### src/call_graph_recorder_assert.svh
// Assertion macros used by the call graph recorder datapath.
// They expect signals named clk and rst_n in the module that uses them.
`ifndef CALL_GRAPH_RECORDER_ASSERT_SVH
`define CALL_GRAPH_RECORDER_ASSERT_SVH

// The consequent must hold in the same cycle as the antecedent.
`define CGR_ASSERT_NOW(label, ante, cons, msg) \
    label: assert property (@(posedge clk) disable iff (!rst_n) (ante) |-> (cons)) \
        else $error(msg);

// The consequent must hold in the cycle after the antecedent.
`define CGR_ASSERT_NEXT(label, ante, cons, msg) \
    label: assert property (@(posedge clk) disable iff (!rst_n) (ante) |=> (cons)) \
        else $error(msg);

`endif

### src/cgr_pkg.sv
`timescale 1ns / 1ps
// ----------------------------------------------------------------------------
// cgr_pkg
// Types and codes shared by the call graph recorder controller and datapath.
// ----------------------------------------------------------------------------
package cgr_pkg;

    localparam logic [1:0] OP_CALL   = 2'd0;
    localparam logic [1:0] OP_RETURN = 2'd1;
    localparam logic [1:0] OP_READ   = 2'd2;

    localparam logic [2:0] STS_OK         = 3'd0;
    localparam logic [2:0] STS_STACK_FULL = 3'd1;
    localparam logic [2:0] STS_EMPTY      = 3'd2;
    localparam logic [2:0] STS_TABLE_FULL = 3'd3;
    localparam logic [2:0] STS_LIST_FULL  = 3'd4;
    localparam logic [2:0] STS_BAD_READ   = 3'd5;

    typedef struct packed {
        logic [1:0]  operation;
        logic [31:0] func_key;
        logic [6:0]  read_func;
        logic [3:0]  read_slot;
    } in_item_t;

    typedef struct packed {
        logic [2:0] status;
        logic [6:0] func_index;
        logic       is_new_func;
        logic       edge_added;
        logic [8:0] depth;
        logic [6:0] read_callee;
        logic [4:0] read_count;
    } result_t;

    typedef logic [4:0] cmd_t;

    localparam cmd_t CMD_NONE      = 5'd0;
    localparam cmd_t CMD_LATCH     = 5'd1;
    localparam cmd_t CMD_KEY_RD    = 5'd2;
    localparam cmd_t CMD_KEY_FOUND = 5'd3;
    localparam cmd_t CMD_KEY_NEXT  = 5'd4;
    localparam cmd_t CMD_ERR_FULL  = 5'd5;
    localparam cmd_t CMD_ERR_TABLE = 5'd6;
    localparam cmd_t CMD_SET_IDX   = 5'd7;
    localparam cmd_t CMD_TOP_RD    = 5'd8;
    localparam cmd_t CMD_CNT_RD    = 5'd9;
    localparam cmd_t CMD_CNT_TAKE  = 5'd10;
    localparam cmd_t CMD_LST_RD    = 5'd11;
    localparam cmd_t CMD_LST_NEXT  = 5'd12;
    localparam cmd_t CMD_ERR_LIST  = 5'd13;
    localparam cmd_t CMD_NEED_EDGE = 5'd14;
    localparam cmd_t CMD_COMMIT    = 5'd15;
    localparam cmd_t CMD_EDGE      = 5'd16;
    localparam cmd_t CMD_ERR_EMPTY = 5'd17;
    localparam cmd_t CMD_POP       = 5'd18;
    localparam cmd_t CMD_POP_TAKE  = 5'd19;
    localparam cmd_t CMD_ERR_READ  = 5'd20;
    localparam cmd_t CMD_RD_CNT    = 5'd21;
    localparam cmd_t CMD_ERR_SLOT  = 5'd22;
    localparam cmd_t CMD_RD_LST    = 5'd23;
    localparam cmd_t CMD_RD_TAKE   = 5'd24;

    typedef struct packed {
        logic [1:0] op;
        logic       scan_end;
        logic       key_hit;
        logic       stack_full;
        logic       stack_empty;
        logic       no_slot;
        logic       list_end;
        logic       list_full;
        logic       lst_hit;
        logic       rd_bad_func;
        logic       rd_bad_slot;
    } dp_status_t;

endpackage

### src/cgr_ctrl.sv
`timescale 1ns / 1ps
// ----------------------------------------------------------------------------
// cgr_ctrl
// Sequencer that walks one item at a time through lookup, update and reply.
// ----------------------------------------------------------------------------
module cgr_ctrl
    import cgr_pkg::*;
(
    input  logic       clk,
    input  logic       rst_n,
    input  logic       start,
    input  dp_status_t sts,
    output cmd_t       cmd,
    output logic       busy,
    output logic       done
);
    localparam logic [3:0] S_IDLE    = 4'd0;
    localparam logic [3:0] S_DEC     = 4'd1;
    localparam logic [3:0] S_KEY_RD  = 4'd2;
    localparam logic [3:0] S_KEY_CMP = 4'd3;
    localparam logic [3:0] S_TOP     = 4'd4;
    localparam logic [3:0] S_CALLER  = 4'd5;
    localparam logic [3:0] S_CNT     = 4'd6;
    localparam logic [3:0] S_LST_RD  = 4'd7;
    localparam logic [3:0] S_LST_CMP = 4'd8;
    localparam logic [3:0] S_COMMIT  = 4'd9;
    localparam logic [3:0] S_EDGE    = 4'd10;
    localparam logic [3:0] S_POP     = 4'd11;
    localparam logic [3:0] S_RD_CNT  = 4'd12;
    localparam logic [3:0] S_RD_LST  = 4'd13;
    localparam logic [3:0] S_DONE    = 4'd14;

    logic [3:0] state_reg, state_next;

    always_comb
    begin
        state_next = state_reg;
        cmd        = CMD_NONE;
        unique case (state_reg)
            S_IDLE:
            begin
                if (start)
                begin
                    cmd        = CMD_LATCH;
                    state_next = S_DEC;
                end
            end
            S_DEC:
            begin
                if (sts.op == OP_CALL)
                begin
                    state_next = S_KEY_RD;
                end
                else if (sts.op == OP_RETURN)
                begin
                    cmd        = sts.stack_empty ? CMD_ERR_EMPTY : CMD_POP;
                    state_next = sts.stack_empty ? S_DONE : S_POP;
                end
                else if (sts.op == OP_READ && !sts.rd_bad_func)
                begin
                    cmd        = CMD_RD_CNT;
                    state_next = S_RD_CNT;
                end
                else
                begin
                    cmd        = CMD_ERR_READ;
                    state_next = S_DONE;
                end
            end
            S_KEY_RD:
            begin
                if (sts.scan_end)
                begin
                    state_next = S_TOP;
                end
                else
                begin
                    cmd        = CMD_KEY_RD;
                    state_next = S_KEY_CMP;
                end
            end
            S_KEY_CMP:
            begin
                cmd        = sts.key_hit ? CMD_KEY_FOUND : CMD_KEY_NEXT;
                state_next = sts.key_hit ? S_TOP : S_KEY_RD;
            end
            S_TOP:
            begin
                if (sts.stack_full)
                begin
                    cmd        = CMD_ERR_FULL;
                    state_next = S_DONE;
                end
                else if (sts.no_slot)
                begin
                    cmd        = CMD_ERR_TABLE;
                    state_next = S_DONE;
                end
                else if (sts.stack_empty)
                begin
                    // The first call on an empty stack has no caller.
                    cmd        = CMD_SET_IDX;
                    state_next = S_COMMIT;
                end
                else
                begin
                    cmd        = CMD_TOP_RD;
                    state_next = S_CALLER;
                end
            end
            S_CALLER:
            begin
                cmd        = CMD_CNT_RD;
                state_next = S_CNT;
            end
            S_CNT:
            begin
                cmd        = CMD_CNT_TAKE;
                state_next = S_LST_RD;
            end
            S_LST_RD:
            begin
                if (!sts.list_end)
                begin
                    cmd        = CMD_LST_RD;
                    state_next = S_LST_CMP;
                end
                else if (sts.list_full)
                begin
                    cmd        = CMD_ERR_LIST;
                    state_next = S_DONE;
                end
                else
                begin
                    cmd        = CMD_NEED_EDGE;
                    state_next = S_COMMIT;
                end
            end
            S_LST_CMP:
            begin
                cmd        = sts.lst_hit ? CMD_NONE : CMD_LST_NEXT;
                state_next = sts.lst_hit ? S_COMMIT : S_LST_RD;
            end
            S_COMMIT:
            begin
                cmd        = CMD_COMMIT;
                state_next = S_EDGE;
            end
            S_EDGE:
            begin
                cmd        = CMD_EDGE;
                state_next = S_DONE;
            end
            S_POP:
            begin
                cmd        = CMD_POP_TAKE;
                state_next = S_DONE;
            end
            S_RD_CNT:
            begin
                cmd        = sts.rd_bad_slot ? CMD_ERR_SLOT : CMD_RD_LST;
                state_next = sts.rd_bad_slot ? S_DONE : S_RD_LST;
            end
            S_RD_LST:
            begin
                cmd        = CMD_RD_TAKE;
                state_next = S_DONE;
            end
            S_DONE:
            begin
                state_next = S_IDLE;
            end
            default:
            begin
                state_next = S_IDLE;
            end
        endcase
    end

    always_ff @(posedge clk or negedge rst_n)
    begin
        if (!rst_n)
        begin
            state_reg <= S_IDLE;
        end
        else
        begin
            state_reg <= state_next;
        end
    end

    assign busy = (state_reg != S_IDLE);
    assign done = (state_reg == S_DONE);

endmodule
### config.mk
export PLATFORM = sky130hd
export DESIGN_NAME = cgr_ctrl
export DESIGN_NICKNAME = d
export VERILOG_FILES = /design/src/call_graph_recorder_assert.svh /design/src/cgr_pkg.sv /design/src/cgr_ctrl.sv
export SDC_FILE = /design/constraint.sdc
export NUM_CORES = 1
export LEC_CHECK = 0
export CORE_AREA = 5 5 42 44
export DETAILED_ROUTE_END_ITERATION = 8
export DIE_AREA = 0 0 47 49
export DONT_BUFFER_PORTS = 1
export HOLD_SLACK_MARGIN = 0.03
export PLACE_DENSITY = 0.71
export SYNTH_ARGS = -nofsm -noshare
export SYNTH_HDL_FRONTEND = slang
export SYNTH_SLANG_ARGS = --single-unit
### constraint.sdc
create_clock -name clk -period 1.6 [get_ports clk]
set_input_delay 0.4 -clock clk [delete_from_list [all_inputs] [get_ports clk]]
set_output_delay 0.4 -clock clk [all_outputs]
set_load 0.005 [all_outputs]
### Word-level counts from Yosys, hierarchy flattened

Cells that the tools add are included.

| storage, ports and cells | value |
|---|---|
| flip-flop bits (word level) | 4 |
| bits of input ports | 15 |
| output and inout bits | 7 |
| logic and storage cells | 54 |

| cells by class | value |
|---|---|
| equal/unequal tests | 17 |
| multiplexer cells | 30 |
| reductions and logical operators | 6 |

Operators by type and width:

| kind | number |
|---|---|
| 5-bit case mux with 14 select lines | 1 |
| 4-bit case mux with 12 select lines | 1 |
| 4-bit two-way mux | 10 |
| 4-bit equality test, second input constant | 7 |
| 3-bit two-way mux | 9 |
| 4-bit by 3-bit equality test with 1-bit output, second input constant | 4 |
| 2-bit two-way mux | 5 |
| 4-bit by 2-bit equality test with 1-bit output, second input constant | 2 |
| 5-bit two-way mux | 1 |
| 4-bit by 1-bit equality test with 1-bit output, second input constant | 1 |
| 4-bit zero test | 1 |
| 4-bit nonzero test | 1 |
| 1-bit two-way mux | 3 |
| 3-bit OR reduction | 1 |
| 2-bit by 1-bit equality test with 1-bit output, second input constant | 1 |
| 2-bit equality test, second input constant | 1 |
| 2-bit zero test | 1 |
| 2-bit inequality test, second input constant | 1 |
| 1-bit logical AND | 1 |
| 1-bit zero test | 1 |

### Longest topological paths before layout

| logic depth | value |
|---|---|
| depth in word-level cells | 6 |
| gate-level depth with buffers | 6 |
| depth with buffers taken out | 4 |

### Least setup slack after synthesis

No wires, ideal clock.

| timing path | value |
|---|---|
| kind | register -> output |
| start point | register state_reg[2] |
| end point | output port cmd[2] |
| data arrival time | 1.278 ns |
| data required time | 1.200 ns |
| setup slack | -0.078 ns |
| cell stages (with the launch flop) | 6 |
| buffers on the path | 1 |
| cells stage by stage | dfrtp_1 -> buf_6 -> and3b_1 -> a31oi_1 -> nor2_1 -> or3_1 |

| on the way | value |
|---|---|
| cells in the longest elaborated chain, start to end | 2 |
| elaborated cells on any way between the ends | 15 |
| classes of those cells | eq/ne: 13; mux: 1; reduce/logical: 1 |

RTL lines:

| item | line | RTL |
|---|---|---|
| start: declaration | cgr_ctrl.sv:33 | `logic [3:0] state_reg, state_next;` |
| start signal: assignment | cgr_ctrl.sv:188 | `state_reg <= state_next;` |
| 4-bit equality test, or another cell as far along | cgr_ctrl.sv:39 | `unique case (state_reg)` |
| 5-bit case mux with 14 select lines * | cgr_ctrl.sv:39 |  |
| end: declaration | cgr_ctrl.sv:13 | `output cmd_t cmd,` |

Every way passes the cells marked *; elsewhere a longest branch is shown, timed or not.

### Worst setup path after layout

| timing path | value |
|---|---|
| start point | register state_reg[3] |
| end point | output port cmd[2] |

Same word-level chain as after synthesis.

==> run metrics <==
status=finished, violations left; failing checks=negative setup slack; share of final-layout standard cells stronger than drive strength 1=roughly 48%; Worst Hold Margin=408.3 ps; main area contributors after synthesis=dfrtp_1, a21oi_1, clkbuf_8; final wirelength=about 3000 um; half-perimeter wire length after detailed placement=about 1600 um; syn_nets=~110; Max FO, Critical Path=6; element type at the critical path end=output port; Initial Util=50.27%; Power Density=2300 mW/mm2; Worst Path Arrival=between 1500 and 2000 ps; antenna viol nets, final=0; portion of the post-synthesis area used by sequential elements=between 10% and 20%; gate count after technology mapping=99; Yosys warning total=0; cell class contributing the biggest share of worst-path delay=simple AND/OR/NAND/NOR gates; worst ir drop on vdd=0.001602 V; area share of the largest cell type after synthesis=14.21%; register area=~110 um2; IO Port Bufs=0; Largest register FFs=4; layout filler cell count=93; Final Skew=1.763 ps; part of the cycle the worst path needs=124.8%; total core area=roughly 0.0014 mm2; register bit count reported by yosys=4; Crit-path slowest cell=dfrtp_2; worst hold path type=input pin to flip-flop; area of the mapped netlist=a little over 700 um2; relative slew slack=~80%; minimum setup slack among reg-to-reg paths=-130 ps; largest stage delay on the critical path=around 420 ps; number of search-and-repair iterations in the first detailed-routing pass=4; Placement Setup Slack=-146.2 ps; per-cell routed wire length=approximately 22 um; Distinct cells, synth=39; number of setup violations in the final report=9; via count=960; total power after layout=about 2.4 mW; final std cells w/o fill=138; class of the most critical setup path=flip-flop to output port; area of the die=around 0.0023 mm2; clock latency on the worst-skew pair=approximately 240 ps; biggest area consumer among synthesized cells=dfrtp_1; crit path launch type=flip-flop; ant diodes=0; via count of the first global-routing pass=930; most common library cell in the layout ignoring fill and taps=buf_4; drt drc=0; leftover overflow at the end of global routing=0; wire length of the first global-routing pass=4153 um; H-tree depth=1; endpoint required time on the critical path=1200 ps; die width=~47 um; count of flip-flops with a built-in enable after synthesis=0; CTS tree=built; number of hold violations in the final report=0; final weighted congestion in routability-driven placement=between 0.9 and 1; detailed-route vias per instance=around 7.0; setup slack of the critical path after layout=-396.8 ps; GRT Overall Usage=about 24%; average cell area after synthesis=7.115 um2; vertical extent of the die=49 um; clock-pin transition on the worst setup and hold timing paths=40 ps; post-route minimum period=roughly 2000 ps; number of antenna violations at the first check in global routing=0; largest net degree at the start of global routing=13; commonest cells after routing, fill and taps aside=buf_4, buf_6, a21oi_1; ys flop type=dfrtp_1; synthesis-to-layout area growth=50.80%; final net count=~140; clock tree sinks=4; Max Freq=0.5008 GHz; # placed instances=125; maximum clock insertion buffer count=2; critical path, cell by cell=buf_6 > nor2_2 > a32oi_1 > nor2_1 > or3_4; Clk Tree Root Cell=clkbuf_4; proportion of synthesized flip-flops having asynchronous set or reset=100.0%; first-iteration detailed-routing DRC count=between 40 and 50; Maximum Capacitance Violations=0; final count of pins violating max slew=0; number of buffers and inverters on the critical path=1; cts bufs inserted=3; RSZ-0062 raised after global routing=yes; standby leakage power=between 0.4 and 0.5 nW; count of boundary I/O pins=22; multi-input combinational cell area=around 650 um2; Tightest Pin Transition=308.6 ps; number of core rows=14
[area by class of cell]
type                            count  area share, %
Tap cell                           16          1.885
Sequential cell                     4          9.894
Clock buffer                        3          2.120
Timing Repair Buffer               27          23.56
Inverter                            4          1.413
Multi-Input combinational cell     84          61.13
[kinds of logic (layout without fill, tap and decap cells)]
group	Yosys count	count (layout)	synth area share [%]
buf+inv	11	34	13.68
flops	4	4	14.21
mux	1	1	1.598
compound gates	33	33	30.73
simple gates	50	50	39.79
[stage by stage]
stage | util [%] | area [um2] | TNS [ps]
after floorplan | - | 719.4 | -89.60
after global placement | 56.07 | 785.8 | -551.2
after detailed placement | 56.07 | 785.8 | -621.1
after CTS | 67.77 | 949.7 | -1224
after global routing | 75.80 | 1062 | -2120
final | 75.80 | 1062 | -1591
[synth_stat cells (all sizes together) (2+ instances only)]
cell     count
nor2        12
nand3b       3
a2111oi      2
nor3         2
clkbuf       5
nand2        9
o21ai        4
a31oi        3
a21oi       11
o22ai        2
inv          4
buf          2
or3          4
nor2b        3
nor3b        3
nand2b       4
dfrtp        4
nand3        4
[power by group]
group	total [mW]	switching (mW)	leakage, nW	internal [mW]
Sequential	0.291	0.123	0.0442	0.168
Clock	0.128	0.0437	0.0138	0.0841
Combinational	2.02	1.00	0.372	1.02
Total	2.44	1.17	0.430	1.28
[worst register-to-register path, delay by kind of cell (launching register included)]
kind,cells,cell delay [ps]
compound gates,1,230
buf+inv,2,260
flops,1,490
simple gates,3,600
[timing repair]
action / in CTS / in global routing
hold buffers: 1 / 0
pin swaps: 9 / 4
gates resized for setup: 21 / 24
setup endpoints to repair: 10 / 10
setup buffers: 8 / 2
hold endpoints to repair: 4 / 0
gates cloned: 0 / 0
[worst paths after layout]
check	startpoint	to	cells after the start
max	state_reg[3]$_DFFE_PN0P_	cmd[2]	5
min	sts[3]	state_reg[0]$_DFFE_PN0P_	2
max reg2reg	state_reg[1]$_DFFE_PN0P_	state_reg[1]$_DFFE_PN0P_	6
min reg2reg	state_reg[0]$_DFFE_PN0P_	state_reg[3]$_DFFE_PN0P_	3
max in group asynchronous	rst_n	state_reg[0]$_DFFE_PN0P_	1
min in group asynchronous	rst_n	state_reg[3]$_DFFE_PN0P_	1
[per-layer routing]
metal | up-vias | GRT usage [%] | share of wire [%]
met5 | - | 0 | 0
met4 | 0 | 8.295 | 3.7
met3 | 18 | 7.749 | 10
met2 | 80 | 35.97 | 49
met1 | 442 | 32.30 | 37
li1 | 420 | - | -
Power figures use the tool's default switching activity.
